==> src/hdl/ecr_pkg.sv <==
package ecr_pkg;

    localparam logic ACT_CLASSIFY = 1'b0;
    localparam logic ACT_WRITE    = 1'b1;

    localparam logic [1:0] VERDICT_DROP       = 2'd0;
    localparam logic [1:0] VERDICT_ACCEPT     = 2'd1;
    localparam logic [1:0] VERDICT_PIPELINE   = 2'd2;
    localparam logic [1:0] VERDICT_WRITE_DONE = 2'd3;

    localparam logic [7:0] CODE_DROP   = 8'd0;
    localparam logic [7:0] CODE_ACCEPT = 8'd1;

    localparam int MASK_SRC_IP   = 0;
    localparam int MASK_DST_IP   = 1;
    localparam int MASK_SRC_PORT = 2;
    localparam int MASK_DST_PORT = 3;
    localparam int MASK_PROTOCOL = 4;

    localparam logic [4:0] MASK_RESET = 5'd31;

    typedef struct packed {
        logic [31:0] src_ip;
        logic [31:0] dst_ip;
        logic [15:0] src_port;
        logic [15:0] dst_port;
        logic [7:0]  protocol;
    } key_t;

    typedef struct packed {
        logic        action;
        logic [31:0] src_ip;
        logic [31:0] dst_ip;
        logic [15:0] src_port;
        logic [15:0] dst_port;
        logic [7:0]  protocol;
        logic [15:0] packet_length;
        logic [5:0]  entry_slot;
        logic        entry_valid;
        logic [7:0]  entry_verdict;
        logic [7:0]  entry_rule;
    } req_t;

    typedef struct packed {
        logic [1:0]  verdict;
        logic        hit;
        logic [7:0]  matched_rule;
        logic [63:0] packet_total;
        logic [63:0] byte_total;
    } rsp_t;

    typedef struct packed {
        logic [4:0] key_field_mask;
    } cfg_t;

    typedef struct packed {
        key_t       key;
        logic [7:0] code;
        logic [7:0] rule;
    } entry_t;

    typedef struct packed {
        logic       valid;
        logic       found;
        key_t       key;
        logic [7:0] code;
        logic [7:0] rule;
    } tok_t;

endpackage

==> src/hdl/ecr_cell.sv <==
module ecr_cell
    import ecr_pkg::*;
(
    input  logic       clk,
    input  logic       rst_n,
    input  logic [4:0] mask,
    input  logic       wr_en,
    input  logic       wr_valid,
    input  entry_t     wr_entry,
    input  tok_t       tok_in,
    output tok_t       tok_out
);

    logic   in_use_reg;
    entry_t entry_reg;
    logic   valid_reg;
    logic   found_reg;
    key_t   key_reg;
    logic [7:0] code_reg;
    logic [7:0] rule_reg;
    logic   match;
    logic   take;

    assign match = (!mask[MASK_SRC_IP]   || entry_reg.key.src_ip   == tok_in.key.src_ip)
                && (!mask[MASK_DST_IP]   || entry_reg.key.dst_ip   == tok_in.key.dst_ip)
                && (!mask[MASK_SRC_PORT] || entry_reg.key.src_port == tok_in.key.src_port)
                && (!mask[MASK_DST_PORT] || entry_reg.key.dst_port == tok_in.key.dst_port)
                && (!mask[MASK_PROTOCOL] || entry_reg.key.protocol == tok_in.key.protocol);

    assign take = !tok_in.found && in_use_reg && match;

    always_ff @(posedge clk or negedge rst_n)
    begin
        if (!rst_n)
        begin
            in_use_reg <= 1'b0;
            valid_reg  <= 1'b0;
        end
        else
        begin
            valid_reg <= tok_in.valid;
            if (wr_en)
            begin
                in_use_reg <= wr_valid;
            end
        end
    end

    always_ff @(posedge clk)
    begin
        if (wr_en && wr_valid)
        begin
            entry_reg <= wr_entry;
        end
        key_reg   <= tok_in.key;
        found_reg <= tok_in.found || take;
        code_reg  <= take ? entry_reg.code : tok_in.code;
        rule_reg  <= take ? entry_reg.rule : tok_in.rule;
    end

    assign tok_out = '{valid: valid_reg, found: found_reg, key: key_reg,
                       code: code_reg, rule: rule_reg};

endmodule

==> config.mk <==
export PLATFORM = sky130hd
export DESIGN_NAME = ecr_cell
export DESIGN_NICKNAME = d
export VERILOG_FILES = /design/src/hdl/ecr_pkg.sv /design/src/hdl/ecr_cell.sv
export SDC_FILE = /design/constraint.sdc
export NUM_CORES = 1
export LEC_CHECK = 0
export BUFFER_PORTS_ARGS = -buffer_cell sky130_fd_sc_hd__buf_2
export CAP_MARGIN = 30
export CORE_MARGIN = 2
export CORE_UTILIZATION = 35
export CTS_BUF_LIST = sky130_fd_sc_hd__clkbuf_16
export DETAILED_ROUTE_END_ITERATION = 10
export GPL_TIMING_DRIVEN = 0
export HOLD_SLACK_MARGIN = 0.1
export PLACE_DENSITY = 0.63
export SLEW_MARGIN = 5
export SYNTH_ARGS = -nofsm -noshare
export SYNTH_HDL_FRONTEND = slang
export SYNTH_SLANG_ARGS = --single-unit
export TNS_END_PERCENT = 10
==> constraint.sdc <==
create_clock -name clk -period 5.1 [get_ports clk]
set_input_delay 1.02 -clock clk [delete_from_list [all_inputs] [get_ports clk]]
set_output_delay 1.02 -clock clk [all_outputs]
set_load 0.03 [all_outputs]
# After elaboration in Yosys (flattened, before gate mapping)
# Index checks and enable logic that the tools add are counted.
dict set report word_totals {
  elab_cells 43
  reg_bits 243
  output_inout_bits 122
  inputBits 251
}
dict set report classes {
  reduce_logical 19
  eq_ne 5
  muxes 2
}
# op n
set ops {}
lappend ops {{equality test 32 bit} 2}
lappend ops {{equality test 16 bit} 2}
lappend ops {{2-to-1 mux 8 bit} 2}
lappend ops {{equality test 8 bit} 1}
lappend ops {{logical AND 1 bit} 7}
lappend ops {{zero test 1 bit} 6}
lappend ops {{logical OR 1 bit} 6}

# Depth between registers and ports, before layout
# Gate-level depths: netlist of the first run.
dict set report depth {
  depth_word 8
  mapped_depth 7
  mapped_depth_nobuf 6
}

# Worst setup path after synthesis of the first run
# No wires, ideal clock.
dict set report synth_path {
  kind {input-to-reg}
  start {input port wr_valid}
  end {register entry_reg[0] (netlist name) (enable)}
  stages 1
  n_path_buf 0
  setup_time_ps 493
  t_arrival_ps 3775
  t_required_ps 4607
  setup_slack_ps 833
  path_cell_list {and2_1}
}
dict set report synth_between {
  elab_chain_cells 1
}
# element line
set synth_rtl {}
lappend synth_rtl {{from (decl)} ecr_cell.sv:8} ;# input logic wr_valid,
lappend synth_rtl {{logical AND 1 bit} ecr_cell.sv:51} ;# if (wr_en && wr_valid)
lappend synth_rtl {{to (signal assigned)} ecr_cell.sv:53} ;# entry_reg <= wr_entry;
lappend synth_rtl {{to (decl)} ecr_cell.sv:15} ;# entry_t entry_reg;
# No other way between the ends.
# A chain may end at the register's enable or synchronous reset.

# Worst setup path in the final report of the first run
dict set report layout_path {
  start {input port tok_in[106] (netlist name)}
  end {register rule_reg[1]}
}
dict set report layout_between {
  elab_chain_cells 8
}
# element line
set layout_rtl {}
lappend layout_rtl {{from (decl)} ecr_cell.sv:10} ;# input tok_t tok_in,
lappend layout_rtl {{equality test 32 bit} ecr_cell.sv:24} ;# assign match = (!mask[MASK_SRC_IP] || entry_reg.key.src_ip == tok_in.key.src_ip)
lappend layout_rtl {{logical OR 1 bit} ecr_cell.sv:24}
lappend layout_rtl {{logical AND 1 bit} ecr_cell.sv:25} ;# && (!mask[MASK_DST_IP] || entry_reg.key.dst_ip == tok_in.key.dst_ip)
lappend layout_rtl {{logical AND 1 bit} ecr_cell.sv:26} ;# && (!mask[MASK_SRC_PORT] || entry_reg.key.src_port == tok_in.key.src_port)
lappend layout_rtl {{logical AND 1 bit} ecr_cell.sv:27} ;# && (!mask[MASK_DST_PORT] || entry_reg.key.dst_port == tok_in.key.dst_port)
lappend layout_rtl {{logical AND 1 bit} ecr_cell.sv:28} ;# && (!mask[MASK_PROTOCOL] || entry_reg.key.protocol == tok_in.key.protocol);
lappend layout_rtl {{logical AND 1 bit} ecr_cell.sv:30} ;# assign take = !tok_in.found && in_use_reg && match;
lappend layout_rtl {{2-to-1 mux 8 bit} ecr_cell.sv:58} ;# rule_reg <= take ? entry_reg.rule : tok_in.rule;
lappend layout_rtl {{to (signal assigned)} ecr_cell.sv:58}
lappend layout_rtl {{to (decl)} ecr_cell.sv:20} ;# logic [7:0] rule_reg;
# No other way between the ends.

==> results of run 1 <==
-- metrics by stage --
step / util / cell area [µm²] / power [mW] / setup TNS, ps
global route: 0.5074 / 10670 / 4.748 / 0
detailed placement: 0.4636 / 9746 / 2.650 / 0
floorplan: - / 7510 / 2.459 / 0
CTS: 0.5074 / 10670 / 4.640 / 0
finish: 0.5077 / 10670 / 4.571 / 0
global placement: 0.4622 / 9716 / 2.646 / -65980
-- cells in the final DEF (no fill, tap or decap) --
cell / n
and2_4: 1
and4b_1: 1
buf_16: 1
buf_2: 372
buf_4: 2
buf_6: 1
bufinv_16: 5
clkbuf_16: 28
clkinv_1: 4
clkinv_2: 3
clkinv_4: 1
clkinvlp_4: 1
dfrtp_1: 2
dfxtp_1: 121
diode_2: 3
edfxtp_1: 120
inv_1: 6
mux2_2: 8
mux2_4: 9
nand2b_1: 1
nand4_1: 14
nand4_4: 1
nor4_1: 16
o21ai_0: 1
o21ai_1: 2
o41ai_1: 1
o41ai_2: 1
xnor2_1: 40
xor2_1: 64
-- logic make-up after synthesis --
family                    after synthesis  synth area share
AOI/OAI and AO/OA                       5          0.005332
xor gates and xnor gates              104            0.1213
buffers and inverters                   3          0.003498
DFF                                   243            0.8091
muxes                                  17           0.02999
and+or+nand+nor                        34           0.03082
-- routing by layer --
metal,wire (µm),share of wire
met1,5982,0.35
met2,8567,0.50
met3,2005,0.12
met4,458,0.027
met5,0,0
-- power groups by stage --
stage               logic [mW]  registers [mW]  clock network, mW
detailed placement       0.396            2.25                  0
global route             0.423            2.22               2.10
CTS                      0.397            2.21               2.03
floorplan                0.100            2.36                  0
finish                   0.390            2.21               1.97
global placement         0.388            2.26                  0
-- final timing paths --
path / from / endpoint / slack (ps) / cells after the start
max: tok_in[106] / rule_reg[1] / 2500 / 8
min: rst_n / in_use_reg / 290 / 1
max reg2reg: entry_reg[91] / rule_reg[1] / 2750 / 7
min reg2reg: entry_reg[4] / rule_reg[4] / 470 / 1
max in group asynchronous: rst_n / valid_reg / 4710 / 1
min in group clk: entry_reg[4] / rule_reg[4] / 470 / 1
-- layout make-up --
cell class / instances / area [µm²]
fillers: 1863 / 10350
flip-flops and latches: 243 / 6076
repair buffers: 373 / 1889
multi-input cells: 160 / 1410
clock buffers: 28 / 700.7
well taps: 275 / 344.1
clock inverters: 20 / 219.0
plain buffers: 3 / 26.28
diodes: 3 / 7.507
==> impl_metrics.ini, run 1 <==
[drt]
routed-via-count = 4636
detail-route-antenna-nets = 0
wl_per_cell_um = 15.40
postRouteWirelength_mm = 17.01
dr.pass1.iters = 4
drcViolationCount = 0
drtIter0Drc = 75
via_per_inst = 4.195

[logic_synthesis]
synthTopCellsByCount = 121 x dfxtp_1, 120 x edfxtp_1, 64 x xor2_1, 40 x xnor2_1, 16 x nor4_1
yosysUniqueCellTypes = 19
synth-edff-count = 120
synth-seq-area-share = 0.8091
yosys_warnings = 0
async_flop_share = 0.008230
synth_most_common_cell = dfxtp_1
syn_area_um2 = 7510
synth_top_area_frac = 0.4798
yosys_most_used_dff = dfxtp_1
synth.area.top_cells = edfxtp_1 48%, dfxtp_1 32%, xor2_1 7.5%
avgSynthCellArea_um2 = 18.50
ys_seq_elements = 243
syn-num-nets = 657
synth_top_area_cell = edfxtp_1
synth_cells = 406

[hold_path]
hold_path_class = input pin to async pin

[critical_path]
path_delay_family = simple AND/OR/NAND/NOR gates
arrival_ps = 2990
start_kind = input pin
critical_path_class = input pin to register
cp_cell_sequence = buf_2 > xor2_1 > nor4_1 > nand4_1 > o21ai_1 > nand4_4 > buf_6 > mux2_4
critPathSlowestCell = nor4_1
critPathBufInv = 2
end_kind = register
critical_path.max_stage_delay_ps = 370
cp_max_fo = 10
cp.required_ps = 5500

[status]
status = complete, no violations

[floorplan]
coreArea_um2 = 21020
die-width_um = 150.5
dieArea_um2 = 22640
fp.dieH_um = 150.5
start_util = 0.3572
io_pins = 373
core.rowCount = 53

[layout]
area_growth_pct = 42.12
finalNonFillerCells = 1105
drive_above_1_share = 0.5248
largest_reg_flops = 120
num-nets-final = 1058

[sta]
finalWorstSetupSlack_ps = 2504
drv_slew = 0
fin_skew_ps = 8.124
period_needed_ps = 2596
slew_headroom = 0.4168
setup_viol = 0
fmax_mhz = 385.2
rsz0062_at_grt = false
finalCritPeriodShare = 0.5090
tightest_slew_ps = 874.8
finalHoldViolations = 0
whs_ps = 285.2

[place]
port_buffers = 372
pre_cts_ws_ps = 1836
hpwl_mm = 13.15
placed_cells = 1054
gp_congestion = 0.7569

[power]
cellLeakagePower_nw = 4.649
p_sw_frac = 0.2174
seq_power_share = 0.484
p_int_mw = 3.577
p_switching_mw = 0.9935
power_density_nw_per_um2 = 428.3
power_frac_clock = 0.431
irDropWorstVdd_mv = 0.2691
combPwrFrac = 0.085

[global_routing]
grt_max_degree = 63
grt-ovfl-total = 0
grt_pass1_vias = 4831
grt_use_met2 = 0.2555
antenna_found_initial = 3
gr-usage-met3 = 0.05152
grt_busiest_layer = met2
track_usage = 0.1422
met1_usage = 0.1515
grt_pass1_wl_mm = 24.50

[cts]
cts_root_buf = clkbuf_16
cts_tree = built
clock_sinks = 243
htree_levels = 1
clock_latency_ps = 510
post_cts_buffers = 0
clock_path_buffers = 3
clkTransAtPathRegs_ps = 60
cts_resized = 0
cts_hold_buffers = 0
cts_buffers = 26

[flow_run]
max-cap-violations = 0
No activity file was read; power rests on OpenSTA's default activity.
==> run 2, diff against run 1 <==
--- a/config.mk
+++ b/config.mk
@@ -5,6 +5,7 @@
 export SDC_FILE = /design/constraint.sdc
 export NUM_CORES = 1
 export LEC_CHECK = 0
+export ABC_AREA = 1
 export BUFFER_PORTS_ARGS = -buffer_cell sky130_fd_sc_hd__buf_2
 export CAP_MARGIN = 30
 export CORE_MARGIN = 2
@@ -13,7 +14,7 @@
 export DETAILED_ROUTE_END_ITERATION = 10
 export GPL_TIMING_DRIVEN = 0
 export HOLD_SLACK_MARGIN = 0.1
-export PLACE_DENSITY = 0.63
+export PLACE_DENSITY = 0.61
 export SLEW_MARGIN = 5
 export SYNTH_ARGS = -nofsm -noshare
 export SYNTH_HDL_FRONTEND = slang
==> constraint.sdc (replaced) <==
create_clock -name clk -period 2.5 [get_ports clk]
set_input_delay 0.5 -clock clk [delete_from_list [all_inputs] [get_ports clk]]
set_output_delay 0.5 -clock clk [all_outputs]
set_load 0.03 [all_outputs]
==> run 2 against run 1 <==
Via count increased by 50%. Non-clock buffer count increased by 93. Critical path type unchanged. Highest routed layer is now met5. Sequential power increased by 100%. Utilization increased by 2.0 points. Combinational power increased to 2.8 times the previous value.
==> impl_metrics.ini, run 2 <==
[logic_synthesis]
synth_most_common_cell = nand2_1
async_flop_share = 0.008230
synth-seq-area-share = 0.6930
avgSynthCellArea_um2 = 10.19
syn_area_um2 = 8767
synthTopCellsByCount = 272 x nand2_1, 144 x inv_1, 121 x dfxtp_1, 120 x edfxtp_1, 101 x nor2_1
synth_cells = 860
synth_top_area_cell = edfxtp_1
yosys_warnings = 0
synth_top_area_frac = 0.4110
synth-edff-count = 120
ys_seq_elements = 243
yosysUniqueCellTypes = 21
syn-num-nets = 1111
yosys_most_used_dff = dfxtp_1
synth.area.top_cells = edfxtp_1 41%, dfxtp_1 28%, nand2_1 12%

[drt]
postRouteWirelength_mm = 22.28
wl_per_cell_um = 13.11
via_per_inst = 4.102
detail-route-antenna-nets = 0
routed-via-count = 6969
dr.pass1.iters = 4
drcViolationCount = 0
drtIter0Drc = 241

[global_routing]
grt-ovfl-total = 0
grt_max_degree = 41
grt_pass1_wl_mm = 34.49
track_usage = 0.1671
met1_usage = 0.1755
antenna_found_initial = 3
grt_pass1_vias = 7098
gr-usage-met3 = 0.05439
grt_busiest_layer = met2
grt_use_met2 = 0.3099

[layout]
multi_input_area_um2 = 2095
drive_above_1_share = 0.3190
final_area_um2 = 12910
final_common_cell = buf_2
fillerInstances = 2219
finalNonFillerCells = 1699
layout_common_cells = 373 x buf_2, 271 x nand2_1, 146 x inv_1, 121 x dfxtp_1, 120 x edfxtp_1
seq_area_um2 = 6076
area_growth_pct = 47.21
largest_reg_flops = 120
num-nets-final = 1603

[cts]
post_cts_buffers = 0
cts_resized = 0
clock_sinks = 243
clock_latency_ps = 530
cts_buffers = 27
cts_hold_buffers = 88
clock_path_buffers = 3
clkTransAtPathRegs_ps = 60
cts_root_buf = clkbuf_16
htree_levels = 1
cts_tree = built

[floorplan]
fp.dieH_um = 162.3
die-width_um = 162.3
dieArea_um2 = 26330
io_pins = 373
core.rowCount = 57
start_util = 0.3584
coreArea_um2 = 24460

[critical_path]
critPathSlowestCell = dlygate4sd3_1
arrival_ps = 2580
end_kind = register
cp_cell_sequence = dlygate4sd3_1 > buf_2 > xnor2_1 > nand2_1 > nor2_1 > nand2_1 > nor2_1 > nand2_1 > nand2_1 > nand2_2 > buf_4 > o21bai_1 > nand2_1
critical_path_class = input pin to register
crit_top_cell = nand2_1
critical_path.max_stage_delay_ps = 530
cp.required_ps = 2910
start_kind = input pin
path_delay_family = simple AND/OR/NAND/NOR gates
critPathBufInv = 3
cp_max_fo = 10

[sta]
finalCritPeriodShare = 0.8672
period_needed_ps = 2168
finalWorstSetupSlack_ps = 332.1
rsz0062_at_grt = false
fin_setup_tns_ps = 0
finalHoldViolations = 0
drv_slew = 0
fmax_mhz = 461.3
tightest_slew_ps = 559.1
fin_skew_ps = 9.743
whs_ps = 129.1
setup_viol = 0
slew_headroom = 0.6265

[place]
gp_congestion = 0.7846
pre_cts_ws_ps = 275.0
placed_cells = 1559
placed_area_um2 = 11110
port_buffers = 372
hpwl_mm = 16.81

[flow_run]
max-cap-violations = 0

[power]
power_density_nw_per_um2 = 744.3
irDropWorstVdd_mv = 0.6626
cellLeakagePower_nw = 6.355

[hold_path]
hold_path_class = input pin to register

[status]
status = complete, no violations
-- run 2: cell types whose count changed in the layout (fill, tap and decap cells not counted), moves of 9 or more --
cell           delta
nand3_1          +16
nor4_1           -16
o21bai_1         +16
nand2_1         +271
mux2_4            -9
nand4_1          -13
nor2_1          +101
inv_1           +140
dlygate4sd3_1    +88
xor2_1           -58
-- run 2: kinds of logic after synthesis --
logic type,after synthesis,share of synthesized area
simple gates,394,0.1734
buf+inv,157,0.06993
compound gates,20,0.01770
xor+xnor,46,0.04595
flops,243,0.6930
-- run 2: layer usage --
| layer | wire length, µm | share of wire | vias to the layer above |
|---|---|---|---|
| met1 | 8239 | 0.37 | 3045 |
| met4 | 792 | 0.036 | 2 |
| met3 | 1882 | 0.084 | 53 |
| li1 | - | - | 3613 |
| met5 | 13 | 0.00058 | - |
| met2 | 11350 | 0.51 | 256 |
-- run 2: final timing paths --
path                                      from     endpoint  slack, ps  cells after the start
worst min register to register    entry_reg[0]  rule_reg[0]        470                      2
max in group asynchronous                rst_n   in_use_reg       2100                      2
worst max register to register  entry_reg[117]  rule_reg[3]        600                     11
worst max-delay path                tok_in[68]  rule_reg[3]        330                     13
min in group asynchronous                rst_n    valid_reg        300                      2
worst min-delay path                tok_in[73]  tok_out[73]        130                      1
-- run 2: cell type report --
| class | instances | area share |
|---|---|---|
| inverter | 151 | 0.04421 |
| antenna | 2 | 0.0003878 |
| timing repair buffer | 463 | 0.2172 |
| clock buffer | 27 | 0.05235 |
| buffer | 6 | 0.003587 |
| sequential | 243 | 0.4708 |
| multi-input combinational | 460 | 0.1623 |
| clock inverter | 23 | 0.01784 |
| tap | 324 | 0.03141 |
-- run 2: power by group --
| group | internal, mW | switching [mW] | leakage, nW |
|---|---|---|---|
| Sequential | 4.44 | 0.0848 | 2.17 |
| Combinational | 0.474 | 0.615 | 3.74 |
| Clock | 2.39 | 1.60 | 0.449 |
| Total | 7.31 | 2.30 | 6.35 |
-- run 2: stage by stage --
stage	total power, mW	utilization
3_3_place_gp	5.572	0.4519
6_report	9.606	0.5276
5_1_grt	10.03	0.5276
4_1_cts	9.750	0.5274
3_5_place_dp	5.601	0.4544
2_1_floorplan	5.159	-
